$ cat src/design/lptg_pkg.sv
// Package for the LED pulse train generator.
// Holds the time width, the reset constants, the LED mode codes and the beat structs.
// Stands alone; every other design file imports it.
package lptg_pkg;

    localparam int TIME_BITS = 16;
    localparam int ELAPSED_BITS = TIME_BITS + 1;

    typedef logic [TIME_BITS-1:0]    t_time;
    typedef logic [ELAPSED_BITS-1:0] t_elapsed;

    localparam t_time RST_ON_TIME     = t_time'(200);
    localparam t_time RST_OFF_TIME    = t_time'(1000);
    localparam t_time RST_PULSE_TOTAL = t_time'(1);

    typedef enum logic [1:0] {
        REQ_TICK  = 2'd0,
        REQ_START = 2'd1,
        REQ_ON    = 2'd2,
        REQ_OFF   = 2'd3
    } t_req;

    typedef enum logic [1:0] {
        MODE_OFF       = 2'd0,
        MODE_ON        = 2'd1,
        MODE_PULSE_ON  = 2'd2,
        MODE_PULSE_OFF = 2'd3
    } t_mode;

    typedef struct packed {
        logic [1:0]  req_type;
        logic [15:0] on_time;
        logic [15:0] off_time;
        logic [15:0] pulse_count;
    } t_in_beat;

    typedef struct packed {
        logic       led_level;
        logic [1:0] led_mode;
    } t_out_beat;

endpackage

$ cat src/design/lptg_in_reg.sv
// Input register stage of the LED pulse train generator.
// Captures one request beat and holds it until the sequencer takes it; uses lptg_pkg.
module lptg_in_reg
    import lptg_pkg::*;
(
    input  logic     i_clk,
    input  logic     i_rst_n,
    input  logic     i_in_valid,
    output logic     o_in_stall,
    input  t_in_beat i_in_data,
    input  logic     i_take,
    output logic     o_valid,
    output t_in_beat o_data
);

    logic     r_valid;
    t_in_beat r_data;
    logic     load;

    // stage frees up when empty or when the sequencer consumes it this cycle
    assign load       = !r_valid || i_take;
    assign o_in_stall = !load;
    assign o_valid    = r_valid;
    assign o_data     = r_data;

    always_ff @(posedge i_clk) begin
        if (!i_rst_n) begin
            r_valid <= 1'b0;
        end else if (load) begin
            r_valid <= i_in_valid;
        end
    end

    always_ff @(posedge i_clk) begin
        if (load && i_in_valid) begin
            r_data <= i_in_data;
        end
    end

endmodule

$ cat src/design/lptg_seq.sv
// LED sequencer: mode, stored pulse times, pulse and elapsed counters, invert
// register and the result register. Uses lptg_pkg.
module lptg_seq
    import lptg_pkg::*;
(
    input  logic      i_clk,
    input  logic      i_rst_n,
    input  logic      i_cfg_we,
    input  logic      i_cfg_wdata,
    input  logic      i_valid,
    input  t_in_beat  i_data,
    output logic      o_take,
    output logic      o_out_valid,
    input  logic      i_out_stall,
    output t_out_beat o_out_data
);

    logic      r_invert;
    t_mode     r_mode,    n_mode;
    t_time     r_on,      n_on;
    t_time     r_off,     n_off;
    t_time     r_total,   n_total;
    t_time     r_done,    n_done;
    t_elapsed  r_elapsed, n_elapsed;
    logic      r_lit,     n_lit;
    logic      r_out_valid;
    t_out_beat r_out;

    t_req      req;
    t_elapsed  elapsed_inc;
    logic      adv;

    assign adv         = !r_out_valid || !i_out_stall;
    assign o_take      = adv;
    assign o_out_valid = r_out_valid;
    assign o_out_data  = r_out;
    assign req         = t_req'(i_data.req_type);
    assign elapsed_inc = (r_elapsed == '1) ? r_elapsed : r_elapsed + t_elapsed'(1);

    always_comb begin
        n_mode    = r_mode;
        n_on      = r_on;
        n_off     = r_off;
        n_total   = r_total;
        n_done    = r_done;
        n_elapsed = r_elapsed;
        n_lit     = r_lit;
        case (req)
            REQ_TICK: begin
                n_elapsed = elapsed_inc;
                if (r_mode == MODE_PULSE_ON) begin
                    if (elapsed_inc > {1'b0, r_on}) begin
                        n_lit     = 1'b0;
                        n_elapsed = '0;
                        n_mode    = MODE_PULSE_OFF;
                        if (r_total != '0 && r_done != '1) begin
                            n_done = r_done + t_time'(1);
                        end
                    end
                end else if (r_mode == MODE_PULSE_OFF) begin
                    if (elapsed_inc > {1'b0, r_off}) begin
                        n_elapsed = '0;
                        if (r_total == '0 || r_done < r_total) begin
                            n_lit  = 1'b1;
                            n_mode = MODE_PULSE_ON;
                        end else begin
                            n_mode = MODE_OFF;
                        end
                    end
                end
            end
            REQ_START: begin
                n_on    = t_time'(i_data.on_time);
                n_off   = t_time'(i_data.off_time);
                n_total = t_time'(i_data.pulse_count);
                n_done  = '0;
                n_mode  = MODE_PULSE_OFF;
            end
            REQ_ON: begin
                n_lit  = 1'b1;
                n_mode = MODE_ON;
            end
            REQ_OFF: begin
                n_lit  = 1'b0;
                n_mode = MODE_OFF;
            end
            default: begin
                n_mode = r_mode;
            end
        endcase
    end

    always_ff @(posedge i_clk) begin
        if (!i_rst_n) begin
            r_invert <= 1'b0;
        end else if (i_cfg_we) begin
            r_invert <= i_cfg_wdata;
        end
    end

    always_ff @(posedge i_clk) begin
        if (!i_rst_n) begin
            r_mode      <= MODE_OFF;
            r_on        <= RST_ON_TIME;
            r_off       <= RST_OFF_TIME;
            r_total     <= RST_PULSE_TOTAL;
            r_done      <= '0;
            r_elapsed   <= '0;
            r_lit       <= 1'b0;
            r_out_valid <= 1'b0;
        end else if (adv) begin
            r_out_valid <= i_valid;
            if (i_valid) begin
                r_mode    <= n_mode;
                r_on      <= n_on;
                r_off     <= n_off;
                r_total   <= n_total;
                r_done    <= n_done;
                r_elapsed <= n_elapsed;
                r_lit     <= n_lit;
            end
        end
    end

    always_ff @(posedge i_clk) begin
        if (adv && i_valid) begin
            r_out.led_level <= n_lit ^ r_invert;
            r_out.led_mode  <= n_mode;
        end
    end

    a_lit_in_on_modes: assert property (@(posedge i_clk) disable iff (!i_rst_n)
        (r_mode == MODE_ON || r_mode == MODE_PULSE_ON) |-> r_lit)
        else $error("LED not lit in an on mode");

    a_dark_when_off: assert property (@(posedge i_clk) disable iff (!i_rst_n)
        (r_mode == MODE_OFF) |-> !r_lit)
        else $error("LED lit in off mode");

    a_done_bounded: assert property (@(posedge i_clk) disable iff (!i_rst_n)
        (r_total != '0) |-> (r_done <= r_total))
        else $error("pulses done exceeds pulse total");

    a_phase_change_clears: assert property (@(posedge i_clk) disable iff (!i_rst_n)
        (adv && i_valid && req == REQ_TICK && r_mode == MODE_PULSE_ON
            && elapsed_inc > {1'b0, r_on}) |=> (r_elapsed == '0 && r_mode == MODE_PULSE_OFF))
        else $error("end of on phase did not clear elapsed time");

endmodule

$ cat src/design/led_pulse_train_generator_core.sv
// LED pulse train generator, top level.
// Path: a request beat is registered in the input register, then in the sequencer's result
// register; a stalled result holds both stages. Throughput: 1 beat per cycle unless
// the output stalls; input register feeds the sequencer, result register follows.
// Reset (synchronous, active low): mode off, on 200, off 1000, one pulse, counters zero,
// invert cleared, both stages empty. Built from lptg_in_reg and lptg_seq; uses lptg_pkg.
module led_pulse_train_generator_core
    import lptg_pkg::*;
(
    input  logic      i_clk,
    input  logic      i_rst_n,
    input  logic      i_cfg_we,
    input  logic      i_cfg_wdata,
    input  logic      i_in_valid,
    output logic      o_in_stall,
    input  t_in_beat  i_in_data,
    output logic      o_out_valid,
    input  logic      i_out_stall,
    output t_out_beat o_out_data
);

    logic     take;
    logic     stg_valid;
    t_in_beat stg_data;

    lptg_in_reg u_in_reg (
        .i_clk      (i_clk),
        .i_rst_n    (i_rst_n),
        .i_in_valid (i_in_valid),
        .o_in_stall (o_in_stall),
        .i_in_data  (i_in_data),
        .i_take     (take),
        .o_valid    (stg_valid),
        .o_data     (stg_data)
    );

    lptg_seq u_seq (
        .i_clk       (i_clk),
        .i_rst_n     (i_rst_n),
        .i_cfg_we    (i_cfg_we),
        .i_cfg_wdata (i_cfg_wdata),
        .i_valid     (stg_valid),
        .i_data      (stg_data),
        .o_take      (take),
        .o_out_valid (o_out_valid),
        .i_out_stall (i_out_stall),
        .o_out_data  (o_out_data)
    );

endmodule
$ cat config.mk
export PLATFORM = sky130hd
export DESIGN_NAME = led_pulse_train_generator_core
export DESIGN_NICKNAME = d
export VERILOG_FILES = /design/src/design/lptg_pkg.sv /design/src/design/lptg_in_reg.sv /design/src/design/lptg_seq.sv /design/src/design/led_pulse_train_generator_core.sv
export SDC_FILE = /design/constraint.sdc
export NUM_CORES = 1
export LEC_CHECK = 0
export BUFFER_PORTS_ARGS = -buffer_cell sky130_fd_sc_hd__buf_2
export CORE_MARGIN = 2
export CORE_UTILIZATION = 40
export DETAILED_ROUTE_END_ITERATION = 16
export GPL_TIMING_DRIVEN = 1
export PLACE_DENSITY = 0.57
export SKIP_CTS_REPAIR_TIMING = 1
export SLEW_MARGIN = 20
export SYNTH_ARGS = -nofsm -noshare
export SYNTH_HDL_FRONTEND = slang
export SYNTH_HIERARCHICAL = 1
export SYNTH_SLANG_ARGS = --single-unit
$ cat constraint.sdc
create_clock -name i_clk -period 5.2 [get_ports i_clk]
set_input_delay 1.04 -clock i_clk [delete_from_list [all_inputs] [get_ports i_clk]]
set_output_delay 1.04 -clock i_clk [all_outputs]
set_load 0.05 [all_outputs]
==> impl_metrics.ini <==
[synthesis]
synth_most_common_cell = nand2_1
async_reset_ff_frac = 0
ys_types = 58
seq_area_frac_synth = 0.493
syn-cell-area_um2 = 6760
yosys.area.top_type = dfxtp_1
synth_top_family_by_area = simple AND/OR/NAND/NOR gates
synth.top_cell.area_share = 0.257
yosys-top-cells-area = dfxtp_1, edfxtp_1, ha_1
synth-simple-area-share = 0.188
syn_inst = 716
yosysWarnings = 6
synth_commonest_cells = nand2_1, dfxtp_1, a21oi_1
synth_compound_area_frac = 0.157
ys_ff_latch = 140
synth_nets = 824
synthFlopType = dfxtp_1
synth_mux_area_frac = 0.00314
syn_avg_cell_area_um2 = 9.45
synth_edf_count = 53
synth_xor_area_frac = 0.0168
synth-adder-area-share = 0.0962

[global_route]
grt_use_total = 0.182
antenna_found_initial = 0
grt_start_max_net_pins = 60
overflow = 0
grt_pass1_wl_um = 25800
grt_pass1_vias = 5363

[sta]
fin_crit_ns = 4.86
slew_headroom = 0.359
fmax_mhz = 206
skew_ns = 0.00573
setup_viol = 0
final.setup.worst_slack_ns = 0.341
slew_viol_final = 0
finalCritPeriodShare = 0.934
setup_tns_ns = 0
worstMarginPinSlew_ns = 0.938
hold_violations = 0
rsz0062_at_grt = false

[die]
std_cell_rows = 47
dieArea_um2 = 18000
io_pins = 61
initial_core_util = 0.408
fp.dieW_um = 134
core_um2 = 16600
die_h_um = 134

[worst_setup_path]
crit_slowest_cell = a2111oi_0
cp-endpoint = u_seq/r_done[11]
path_class = flop to flop
crit_chain = ha_1 > nand3_1 > nor4_4 > a2111oi_0 > nor2b_1 > or2_2 > ha_1 > nand4_1 > nor4_1 > nor3_1 > a31oi_4 > a41oi_4 > or4_1 > a21oi_1
path_depth = 14
reg2reg_depth = 14
path_common_cell = ha_1
end_kind = flop
critPathRequiredTime_ns = 5.53
worstReg2RegStart = u_seq/r_elapsed[0]
cp.arrival_ns = 5.19
slowest_delay_ns = 0.86
cp_top_family = simple AND/OR/NAND/NOR gates
worstSetupStartpointType = flop
worstPathBufferInverterCount = 0
crit_fanout = 26
rr_endpoint = u_seq/r_done[11]
cp-startpoint = u_seq/r_elapsed[0]
r2r_setup_slack_ns = 0.34

[routing]
drc = 0
dr.pass1.iters = 5
num_vias = 5400
post_drt_wl_per_cell_um = 15.3
via_per_inst = 5.35
drtAntennaViolNets = 0
drt_iter0_markers = 303
wirelength_um = 15500

[status]
status = finished clean

[layout]
n_antenna_cell = 0
syn_to_final_growth_pct = 16.7
finalInstanceArea_um2 = 7890
post-route-util = 0.476
fin_nets = 885
layout-drive-gt1-share = 0.139

[clock_tree]
clk_latency_ns = 0.42
cts_buffers = 17
clock_sinks = 140
cts_tree = yes
clk_path_buf_depth = 2
cts_root_buf = clkbuf_16
h-tree-depth = 4
clkSlewWorstSetupHoldPaths_ns = 0.06

[place]
portBuffers = 60
gp_congestion = 0.893
hpwl_um = 11300
place_area_um2 = 7300
dp_slack_ns = 0.495

[hold_path]
holdCritPathClass = flop to flop
hold_path.startpoint = u_seq/r_on[5]

[pwr]
ir_drop_v = 0.000222
powerDensity_nw_per_um2 = 321
leakage_nw = 2.99

[flow_run]
drv_cap = 0
-- stage by stage --
step / instances / power (mW) / hold WS (ns)
finish: 1010 / 2.53 / 0.452
global route: 1010 / 2.63 / 0.478
CTS: 1010 / 2.56 / 0.456
detailed placement: 978 / 1.34 / 0.448
global placement: 978 / 1.34 / 0.443
floorplan: 716 / 1.29 / 0.432
-- where the power goes --
group | switching [mW] | internal [mW]
Combinational | 0.0797 | 0.0437
Clock | 0.451 | 0.765
Sequential | 0.0150 | 1.18
Total | 0.545 | 1.99
-- final cells by class --
| class | instances | area [um2] |
|---|---|---|
| clock buffers | 21 | 450 |
| clock inverters | 11 | 144 |
| fillers | 1598 | 8690 |
| inverters | 56 | 210 |
| multi-input cells | 496 | 3140 |
| flip-flops and latches | 140 | 3330 |
| well taps | 220 | 275 |
| repair buffers | 66 | 345 |
-- worst min-delay path by stage --
| stage | endpoint | slack (ns) | cells past startpoint |
|---|---|---|---|
| 2_1_floorplan | u_seq/r_lit | 0.43 | 2 |
| 3_3_place_gp | u_seq/r_lit | 0.44 | 2 |
| 3_5_place_dp | u_seq/r_off[12] | 0.45 | 2 |
| 4_1_cts | u_seq/r_off[12] | 0.46 | 2 |
| 5_1_grt | u_seq/r_off[11] | 0.48 | 2 |
| 6_report | u_seq/r_on[5] | 0.45 | 2 |
-- flip-flops by register name (all words and copies together) (netlist names) --
| signal | flops |
|---|---|
| u_in_reg/o_data | 50 |
| u_seq/r_elapsed | 17 |
| u_seq/r_done | 16 |
| u_seq/r_off | 16 |
| u_seq/r_on | 16 |
| u_seq/r_total | 16 |
| u_seq/o_out_data | 3 |
| u_seq/r_mode | 2 |
| u_in_reg/o_valid | 1 |
| u_seq/o_out_valid | 1 |
| u_seq/r_invert | 1 |
| u_seq/r_lit | 1 |
-- worst register-to-register path, stage by stage, from the launching register on --
cell and delay (ns):
dfxtp_1 0.37, ha_1 0.26, nand3_1 0.18, nor4_4 0.08
a2111oi_0 0.87, nor2b_1 0.13, or2_2 0.37, ha_1 0.30
nand4_1 0.18, nor4_1 0.34, nor3_1 0.15, a31oi_4 0.36
a41oi_4 0.38, or4_1 0.60, a21oi_1 0.21
-- layer usage --
metal,vias up,global-route usage,share of wire
met1,2554,0.249,0.48
li1,2680,-,-
met4,0,0.0825,0.022
met2,134,0.275,0.45
met5,-,0,0
met3,32,0.0404,0.049
-- cells in the final DEF, fill, tap and decap left out, types with 8 or more instances in the layout --
| cell | netlist | final |
|---|---|---|
| a21oi_1 | 78 | 78 |
| a22oi_1 | 11 | 11 |
| buf_2 | 2 | 60 |
| clkbuf_16 | 0 | 17 |
| dfxtp_1 | 87 | 87 |
| edfxtp_1 | 53 | 53 |
| ha_1 | 52 | 52 |
| inv_1 | 56 | 56 |
| nand2_1 | 128 | 128 |
| nand3_1 | 24 | 24 |
| nand4_1 | 14 | 14 |
| nor2_1 | 34 | 33 |
| o211ai_1 | 12 | 12 |
| o21ai_0 | 23 | 23 |
| o31ai_1 | 8 | 8 |
| or4_1 | 9 | 9 |
| xnor2_1 | 11 | 11 |
-- logic make-up after synthesis --
kind of cell	after synthesis
buf+inv	80
compound gates	168
fa+ha+maj	52
xor+xnor	13
mux	2
flops	140
simple gates	261
Note: power is estimated with default switching activity, not from simulation.
